$ cat src/rtl/hbs_pkg.sv
// Shared constants, codes and controller/datapath types of the heat-bath spin engine.
package hbs_pkg;

    // Default sizes handed to the top-level parameters.
    localparam int NODES_DEF      = 16384;
    localparam int MAX_DEGREE_DEF = 16;

    // Fixed field widths of the item and result.
    localparam int NODE_W   = 14;
    localparam int DRAW_W   = 16;
    localparam int PROB_W   = 17;
    localparam int TIDX_W   = 6;
    localparam int FIELD_W  = 6;
    localparam int MAG_W    = 16;

    // Probability table: one entry per local field from -16 to +16.
    localparam int TABLE_SIZE  = 33;
    localparam int FIELD_LIMIT = 16;

    // Item function codes.
    localparam logic [2:0] FN_SET    = 3'd0;
    localparam logic [2:0] FN_EDGE   = 3'd1;
    localparam logic [2:0] FN_UPDATE = 3'd2;
    localparam logic [2:0] FN_LOAD   = 3'd3;
    localparam logic [2:0] FN_CLEAR  = 3'd4;

    // Result status codes.
    localparam logic [1:0] STS_OK   = 2'd0;
    localparam logic [1:0] STS_SELF = 2'd1;
    localparam logic [1:0] STS_DROP = 2'd2;

    // Commands from the controller to the datapath.
    typedef struct packed {
        logic clear_step;
        logic load;
        logic exec;
        logic scan;
        logic look;
        logic decide;
        logic push;
    } t_dp_cmd;

    // Status from the datapath back to the controller.
    typedef struct packed {
        logic clear_last;
        logic is_update;
        logic scan_done;
        logic out_free;
    } t_dp_stat;

endpackage

$ cat src/rtl/hbs_ctrl.sv
// Sequencing state machine of the heat-bath spin engine.
module hbs_ctrl (
    input  logic              i_clk,
    input  logic              i_rst_n,
    input  logic              i_in_valid,
    output logic              o_in_ready,
    input  hbs_pkg::t_dp_stat i_stat,
    output hbs_pkg::t_dp_cmd  o_cmd
);
    import hbs_pkg::*;

    localparam logic [2:0] ST_CLEAR  = 3'd0;
    localparam logic [2:0] ST_IDLE   = 3'd1;
    localparam logic [2:0] ST_FETCH  = 3'd2;
    localparam logic [2:0] ST_SCAN   = 3'd3;
    localparam logic [2:0] ST_LOOK   = 3'd4;
    localparam logic [2:0] ST_DECIDE = 3'd5;
    localparam logic [2:0] ST_DONE   = 3'd6;

    logic [2:0] r_st;
    logic [2:0] n_st;
    t_dp_cmd    w_cmd;

    // Next state and command decode.
    always_comb begin
        n_st  = r_st;
        w_cmd = '0;
        unique case (r_st)
            ST_CLEAR: begin
                w_cmd.clear_step = 1'b1;
                if (i_stat.clear_last) n_st = ST_IDLE;
            end
            ST_IDLE: begin
                if (i_in_valid) begin
                    w_cmd.load = 1'b1;
                    n_st = ST_FETCH;
                end
            end
            ST_FETCH: begin
                w_cmd.exec = 1'b1;
                n_st = i_stat.is_update ? ST_SCAN : ST_DONE;
            end
            ST_SCAN: begin
                w_cmd.scan = 1'b1;
                if (i_stat.scan_done) n_st = ST_LOOK;
            end
            ST_LOOK: begin
                w_cmd.look = 1'b1;
                n_st = ST_DECIDE;
            end
            ST_DECIDE: begin
                w_cmd.decide = 1'b1;
                n_st = ST_DONE;
            end
            ST_DONE: begin
                if (i_stat.out_free) begin
                    w_cmd.push = 1'b1;
                    n_st = ST_IDLE;
                end
            end
            default: n_st = ST_IDLE;
        endcase
    end

    // State register.
    always_ff @(posedge i_clk) begin
        if (!i_rst_n) begin
            r_st <= ST_CLEAR;
        end else begin
            r_st <= n_st;
        end
    end

    assign o_in_ready = (r_st == ST_IDLE);
    assign o_cmd      = w_cmd;

    // A result leaves only when the output register can take it.
    a_push_free: assert property (@(posedge i_clk) disable iff (!i_rst_n)
        w_cmd.push |-> i_stat.out_free)
        else $error("result pushed into a full output register");
    // An item is taken only after the clearing pass is over.
    a_load_after_clear: assert property (@(posedge i_clk) disable iff (!i_rst_n)
        w_cmd.load |-> $past(r_st) != ST_CLEAR || $past(i_stat.clear_last))
        else $error("item taken during the clearing pass");
    // A scan always follows an update fetch.
    a_scan_entry: assert property (@(posedge i_clk) disable iff (!i_rst_n)
        (r_st == ST_FETCH && i_stat.is_update) |=> r_st == ST_SCAN)
        else $error("update did not enter the scan");
endmodule

$ cat config.mk
export PLATFORM = sky130hd
export DESIGN_NAME = hbs_ctrl
export DESIGN_NICKNAME = d
export VERILOG_FILES = /design/src/rtl/hbs_pkg.sv /design/src/rtl/hbs_ctrl.sv
export SDC_FILE = /design/constraint.sdc
export NUM_CORES = 1
export LEC_CHECK = 0
export BUFFER_PORTS_ARGS = -buffer_cell sky130_fd_sc_hd__buf_2
export CORE_AREA = 2 2 39 41
export CTS_CLUSTER_SIZE = 14
export DETAILED_ROUTE_END_ITERATION = 8
export DIE_AREA = 0 0 41 43
export PLACE_DENSITY = 0.47
export SYNTH_ARGS = -nofsm -noshare
export SYNTH_HDL_FRONTEND = slang
export SYNTH_SLANG_ARGS = --single-unit
$ cat constraint.sdc
create_clock -name i_clk -period 1 [get_ports i_clk]
set_input_delay 0.05 -clock i_clk [delete_from_list [all_inputs] [get_ports i_clk]]
set_output_delay 0.05 -clock i_clk [all_outputs]
set_load 0.01 [all_outputs]
==> metrics, run 1 <==
Clock Latency Late Sink=between 200 and 250 ps; Clock Tree Buf Depth=2; DP Area=between 300 and 400 sq um; Global Route Usage Sum=0.0973; slowest CP cell=dfxtp_4; clock share of power=0.315; synthesized instance count=33; global-route wire length before repair=about 1200 microns; switching share of power=0.304; max-slew violations=0; drt wl/cell=a little under 10 microns; register area share after synthesis=0.225; clk_skew=approximately 0.57 ps; pre-CTS setup slack=-104 ps; pwr dens=about 1200 mW/mm^2; Via Count=between 300 and 400; worst slew pin tran=166 ps; Vias/cell=roughly 4.3; CP required=~950 ps; Port-buffer cells=14; CP peak stage delay=350 ps; Slew headroom=0.889; post-detailed-route count of antenna-violating nets=0; Crit path max-delay family=flip-flops; Largest regs=r_st (3); area delta synth->final=99.5%; Hold Crit Class=primary input to flop; largest net degree at the start of global routing=8; crit path time final=~1200 ps; Post-DP HPWL=about 540 microns; commonest cells after routing, fill and taps aside=buf_2 (13), buf_6 (8), buf_4 (5); synthesized flop and latch total=3; gr ovfl total=0; power share of the sequential group=0.255; setup TNS=-789 ps; Buf/Inv on CP=2; Ys Warns=0; Yosys top cell by area=dfxtp_1; Max Cap Viol=0; Die H=~43 microns; placed cell count=67; Initial Util=0.193; Core Area=0.00138 sq mm; Final Hold Viols=0; H-tree levels=1; share of layout cells above drive strength 1=0.733; status=finished, violations left; Detailed Route Iter0 Violations=7; commonest non-fill, non-tap cell in the layout=buf_2; critical path class=flop to output port; Synth top area share=0.225; routability cong.=approximately 0.70; Avg Inst Size Synth=roughly 8 sq um; Die ar.=0.00176 sq mm; Root Driver=clkbuf_4; combinational share of power=0.429; critical path launch point type=flop; Largest Register=r_st; die width=between 40 and 50 microns; fin nets=just under 70; Finished Core Util=0.384; row count=14; failing checks=setup timing; max reg flops=3; # hold bufs at CTS=0; Reg clk slew, reported paths=approximately 30 ps; ys flop type=dfxtp_1; initial antenna violation count=0; CTS tree=yes; Fill cells=~150; Fmax=approximately 850 MHz; VDD IR-drop max=between 500 and 600 uV; P_sw=0.199 mW; Post-Syn Nets=40; Routed WL=about 750 microns; Crit Path Max Fanout=5; Setup-failing EPs final=10; final worst slack=-182 ps; FFs w/ async S/R, synth=0; GR met1 Demand/Resource=0.106; worst path cell trace=buf_6, nor3b_2, and2_1, buf_2; n_diodes=0; Synth Cell Area=roughly 270 sq um; met2 Use GR=0.163; number of enable flip-flop cells after synthesis=0; sequential cell area=71.3 sq um; met3 Usage GRT=0.0471; cell-internal power=about 0.46 mW; gr busiest metal=met2; crit path DAT=around 1100 ps; vias in the first global route=between 300 and 400; Pre-Repair DR Iteration Count=3; Ports=15; Tcrit/Tclk final=1.18; CTS Buf Count=3; final instance area=about 530 sq um; Multi-input gate area=221 sq um; non-filler cells, final=76; leakage=between 0.2 and 0.3 nW; Crit. End Element=output port; Remaining DRCs=0; top area cells in the synthesized netlist=dfxtp_1 (23%), nor3b_1 (11%), and2_1 (7.0%); Synth cell types=23; Sink Count=3; unrepaired setup endpoints after global routing=yes
-- cell type report --
type                       instances  share of cell area
timing repair buffer              26               0.362
tap                               16              0.0376
multi-input combinational         27               0.416
clock buffer                       4              0.0494
sequential                         3               0.134
-- metal layers --
layer  wire [microns]  vias up
met2              395        9
met5                0        -
met3               31        0
met4                0        0
met1              323      144
li1                 -      171
-- through the flow --
stage / hold slack, ps / power (mW)
floorplan: 168 / 0.283
global placement: 303 / 0.369
detailed placement: 300 / 0.369
CTS: 58.9 / 0.641
global route: 70.9 / 0.706
finish: 70.9 / 0.656
-- cell usage after synthesis (2+ instances only) --
| cell type | instances |
|---|---|
| nor3_1 | 2 |
| o21ai_1 | 2 |
| nor3b_1 | 4 |
| and2_1 | 3 |
| nand2_1 | 2 |
| dfxtp_1 | 3 |
-- kinds of logic (layout without fill, tap and decap cells) --
logic type	Yosys count	in the layout	share of synthesized area
flip-flops	3	3	0.225
buffers and inverters	3	30	0.0892
AND/OR/NAND/NOR	20	20	0.498
AO/OA/AOI/OAI	7	7	0.188
-- worst reg2reg max path: cells and delay by family, from the launching register on --
| family | cells | cell delay [ps] |
|---|---|---|
| DFF | 1 | 350 |
| and+or+nand+nor | 1 | 230 |
| buffers and inverters | 1 | 110 |
| AOI/OAI and AO/OA | 2 | 270 |
-- final timing paths --
check | startpoint | endpoint | slack [ps] | cells after the start
worst min register to register | r_st[1]$_SDFFE_PN0P_ | r_st[0]$_SDFFE_PN0P_ | 600 | 2
worst max-delay path | r_st[2]$_SDFFE_PN0P_ | o_cmd[5] | -180 | 4
worst min-delay path | i_rst_n | r_st[1]$_SDFFE_PN0P_ | 70 | 2
worst max register to register | r_st[2]$_SDFFE_PN0P_ | r_st[0]$_SDFFE_PN0P_ | -60 | 4
-- power by group through the flow --
| stage | clock [mW] | sequential, mW | combinational [mW] |
|---|---|---|---|
| 5_1_grt | 0.229 | 0.171 | 0.306 |
| 4_1_cts | 0.219 | 0.166 | 0.256 |
| 6_report | 0.207 | 0.167 | 0.281 |
| 3_3_place_gp | 0 | 0.162 | 0.206 |
| 2_1_floorplan | 0 | 0.145 | 0.138 |
| 3_5_place_dp | 0 | 0.162 | 0.207 |
-- timing repair --
action | CTS | global route
gates cloned | 0 | 0
endpoints found under the setup margin | 10 | 11
setup buffers | 3 | 2
gates resized for setup | 16 | 6
pin swaps | 5 | 6
Power figures use the tool's default switching activity.
==> inputs of run 2 (changes only) <==
--- a/config.mk
+++ b/config.mk
@@ -5,12 +5,14 @@
 export SDC_FILE = /design/constraint.sdc
 export NUM_CORES = 1
 export LEC_CHECK = 0
+export ABC_AREA = 1
 export BUFFER_PORTS_ARGS = -buffer_cell sky130_fd_sc_hd__buf_2
 export CORE_AREA = 2 2 39 41
 export CTS_CLUSTER_SIZE = 14
 export DETAILED_ROUTE_END_ITERATION = 8
 export DIE_AREA = 0 0 41 43
-export PLACE_DENSITY = 0.47
+export PLACE_DENSITY = 0.52
 export SYNTH_ARGS = -nofsm -noshare
 export SYNTH_HDL_FRONTEND = slang
 export SYNTH_SLANG_ARGS = --single-unit
+export TNS_END_PERCENT = 20
==> run 2 against run 1 <==
The run still ends with setup timing left. Routed wire length rose by 13%. Register-to-register slack got worse by 50 ps. First-iteration DRC count rose by 57%. Combinational power rose to 3.8 times the previous value. Synthesized cell count rose by 61%. Clock power rose by 6%. Critical endpoint is now o_cmd[4].
==> metrics, run 2 <==
status=finished, violations left; failing checks=setup timing; clk_skew=1.39 ps (+0.822 ps); Fill cells=152 (+2.0%); Pre-Repair DR Iteration Count=4 (+1); cell-internal power=0.878 mW (+92%); worst path cell trace=buf_12, inv_8, nand2_1, inv_1, nand2_2, inv_1, buf_2; CP most frequent cell=inv_1; Crit path max-delay family=buffers and inverters; Detailed Route Iter0 Violations=11 (+4); non-filler cells, final=95 (+25%); gr ovfl total=0 (unchanged); Max Cap Viol=0 (unchanged); leakage=0.334 nW (+30%); synthesized instance count=53 (+61%); FFs w/ async S/R, synth=0 (unchanged); clock share of power=0.135 (-0.180); Post-DP HPWL=573 microns (+6.3%); switching share of power=0.458 (+0.155); post-detailed-route count of antenna-violating nets=0 (unchanged); Crit. End Element=output port; CP peak stage delay=320 ps (-30 ps); Remaining DRCs=0 (unchanged); placed cell count=88 (+31%); Initial Util=0.240 (+0.0470); Tcrit/Tclk final=1.13 (-0.0472); Global Route Usage Sum=0.118 (+0.0211); Slew headroom=0.887 (-0.00225); unrepaired setup endpoints after global routing=yes; drt wl/cell=8.92 microns (-9.5%); slowest CP cell=dfxtp_2; fin nets=87 (+28%); vias in the first global route=348 (+15%); CTS Buf Count=3 (unchanged); H-tree levels=1 (unchanged); Clock Latency Late Sink=240 ps (about the same); Routed WL=847 microns (+13%); final worst slack=-135 ps (+47.2 ps); Yosys top cell by area=dfxtp_1; setup TNS=-1050 ps (-259 ps); area delta synth->final=72.5%; Core Area=0.00138 sq mm (unchanged); combinational share of power=0.668 (+0.239); Synth top area share=0.181 (-0.0442); number of enable flip-flop cells after synthesis=0 (unchanged); top cells by count, synth=nand2_1 (11), nor2_1 (10), inv_1 (9); Sink Count=3 (unchanged); Vias/cell=4.26 (unchanged); pwr dens=2830 mW/mm^2 (+130%); critical path class=flop to output port; count leader, synth=nand2_1; Setup-failing EPs final=11 (+1); Clock Tree Buf Depth=2 (unchanged); critical path launch point type=flop; initial antenna violation count=0 (unchanged); Post-Syn Nets=60 (+50%); routability cong.=0.729 (+4.3%); crit path time final=1130 ps (-47.2 ps); commonest non-fill, non-tap cell in the layout=buf_2; Die H=43 microns (unchanged); Via Count=405 (+25%); global-route wire length before repair=1400 microns (+22%); crit path DAT=1080 ps (-50 ps); top area cells in the synthesized netlist=dfxtp_1 (18%), nand2_1 (12%), nor2_1 (11%); CP required=950 ps (about the same); Fmax=881 MHz (+4.2%); Buf/Inv on CP=5 (+3); register area share after synthesis=0.181 (-0.0442); worst slew pin tran=168 ps (+2.46 ps); Largest regs=r_st (3); P_sw=0.743 mW (+270%); CTS tree=yes; Root Driver=clkbuf_4; Crit Path Max Fanout=6 (+1); Final Hold Viols=0 (unchanged); Die ar.=0.00176 sq mm (unchanged); ys flop type=dfxtp_1; Port-buffer cells=14 (unchanged); Largest Register=r_st; Hold Crit Class=primary input to flop; VDD IR-drop max=1150 uV (+120%); max reg flops=3 (unchanged); Synth cell types=16 (-30%); largest net degree at the start of global routing=10 (+2); power share of the sequential group=0.197 (-0.058); Reg clk slew, reported paths=40 ps (about the same); Ports=15 (unchanged); Synth Cell Area=332 sq um (+24%); row count=14 (unchanged); commonest cells after routing, fill and taps aside=buf_2 (13), nor2_1 (10), buf_4 (10), nand2_1 (9), inv_1 (7); share of layout cells above drive strength 1=0.608 (-0.126); Avg Inst Size Synth=6.26 sq um (-23%); die width=41 microns (unchanged); synthesized flop and latch total=3 (unchanged); max-slew violations=0 (unchanged); Ys Warns=0 (unchanged); n_diodes=0 (unchanged)
[run 2: path summary, 6_finish.rpt]
kind | end | cells after the start | startpoint | slack (ps)
setup / recovery | o_cmd[4] | 7 | r_st[2]$_SDFFE_PN0P_ | -130
hold / removal | r_st[0]$_SDFFE_PN0P_ | 3 | i_rst_n | 50
setup reg to reg | r_st[1]$_SDFFE_PN0P_ | 9 | r_st[1]$_SDFFE_PN0P_ | -110
hold reg to reg | r_st[0]$_SDFFE_PN0P_ | 3 | r_st[0]$_SDFFE_PN0P_ | 710
[run 2: metal layers]
| metal | vias to the layer above | track usage | part of all wire |
|---|---|---|---|
| met4 | 0 | 0.0800 | 0.014 |
| met5 | - | 0 | 0 |
| met3 | 3 | 0.0314 | 0.048 |
| li1 | 214 | - | - |
| met1 | 173 | 0.141 | 0.42 |
| met2 | 15 | 0.175 | 0.51 |
[run 2: final cells by class]
cell class	instances	area (sq um)	area share
Clock buffer	4	26.3	0.0460
Inverter	10	50.0	0.0875
Multi-Input combinational cell	37	235	0.411
Sequential cell	3	68.8	0.120
Tap cell	16	20.0	0.0350
Timing Repair Buffer	25	171	0.300
[run 2: what timing repair did]
item | in CTS | in global routing
pin swaps | 3 | 1
gates resized for setup | 15 | 4
hold buffers | 0 | 0
setup buffers | 2 | 2
setup endpoints to repair | 11 | 11
[run 2: logic make-up (layout without fill, tap and decap cells)]
kind of cell | count (synthesis) | in the layout | synth area share
buf+inv | 13 | 39 | 0.215
flops | 3 | 3 | 0.181
simple gates | 37 | 37 | 0.604
[run 2: metrics by stage]
stage	cell area [sq um]	setup slack (ps)	util	hold WS (ps)	power, mW
finish	572	-135	0.413	50.7	1.62
global route	572	-192	0.413	70.0	1.76
CTS	538	-142	0.389	48.2	1.53
detailed placement	473	-202	0.342	307	1.20
global placement	473	-174	0.342	306	1.19
floorplan	332	-25.7	-	170	0.859
[run 2: power by group through the flow]
stage,Clock (mW),Combinational [mW],Sequential (mW)
2_1_floorplan,0,0.673,0.185
3_3_place_gp,0,0.957,0.236
3_5_place_dp,0,0.957,0.239
4_1_cts,0.225,0.998,0.310
5_1_grt,0.245,1.19,0.328
6_report,0.219,1.08,0.319
[run 2: tightest hold or removal path: stages]
cell     delay [ps]
buf_2           110
nand2_1          60
nor2_1           30
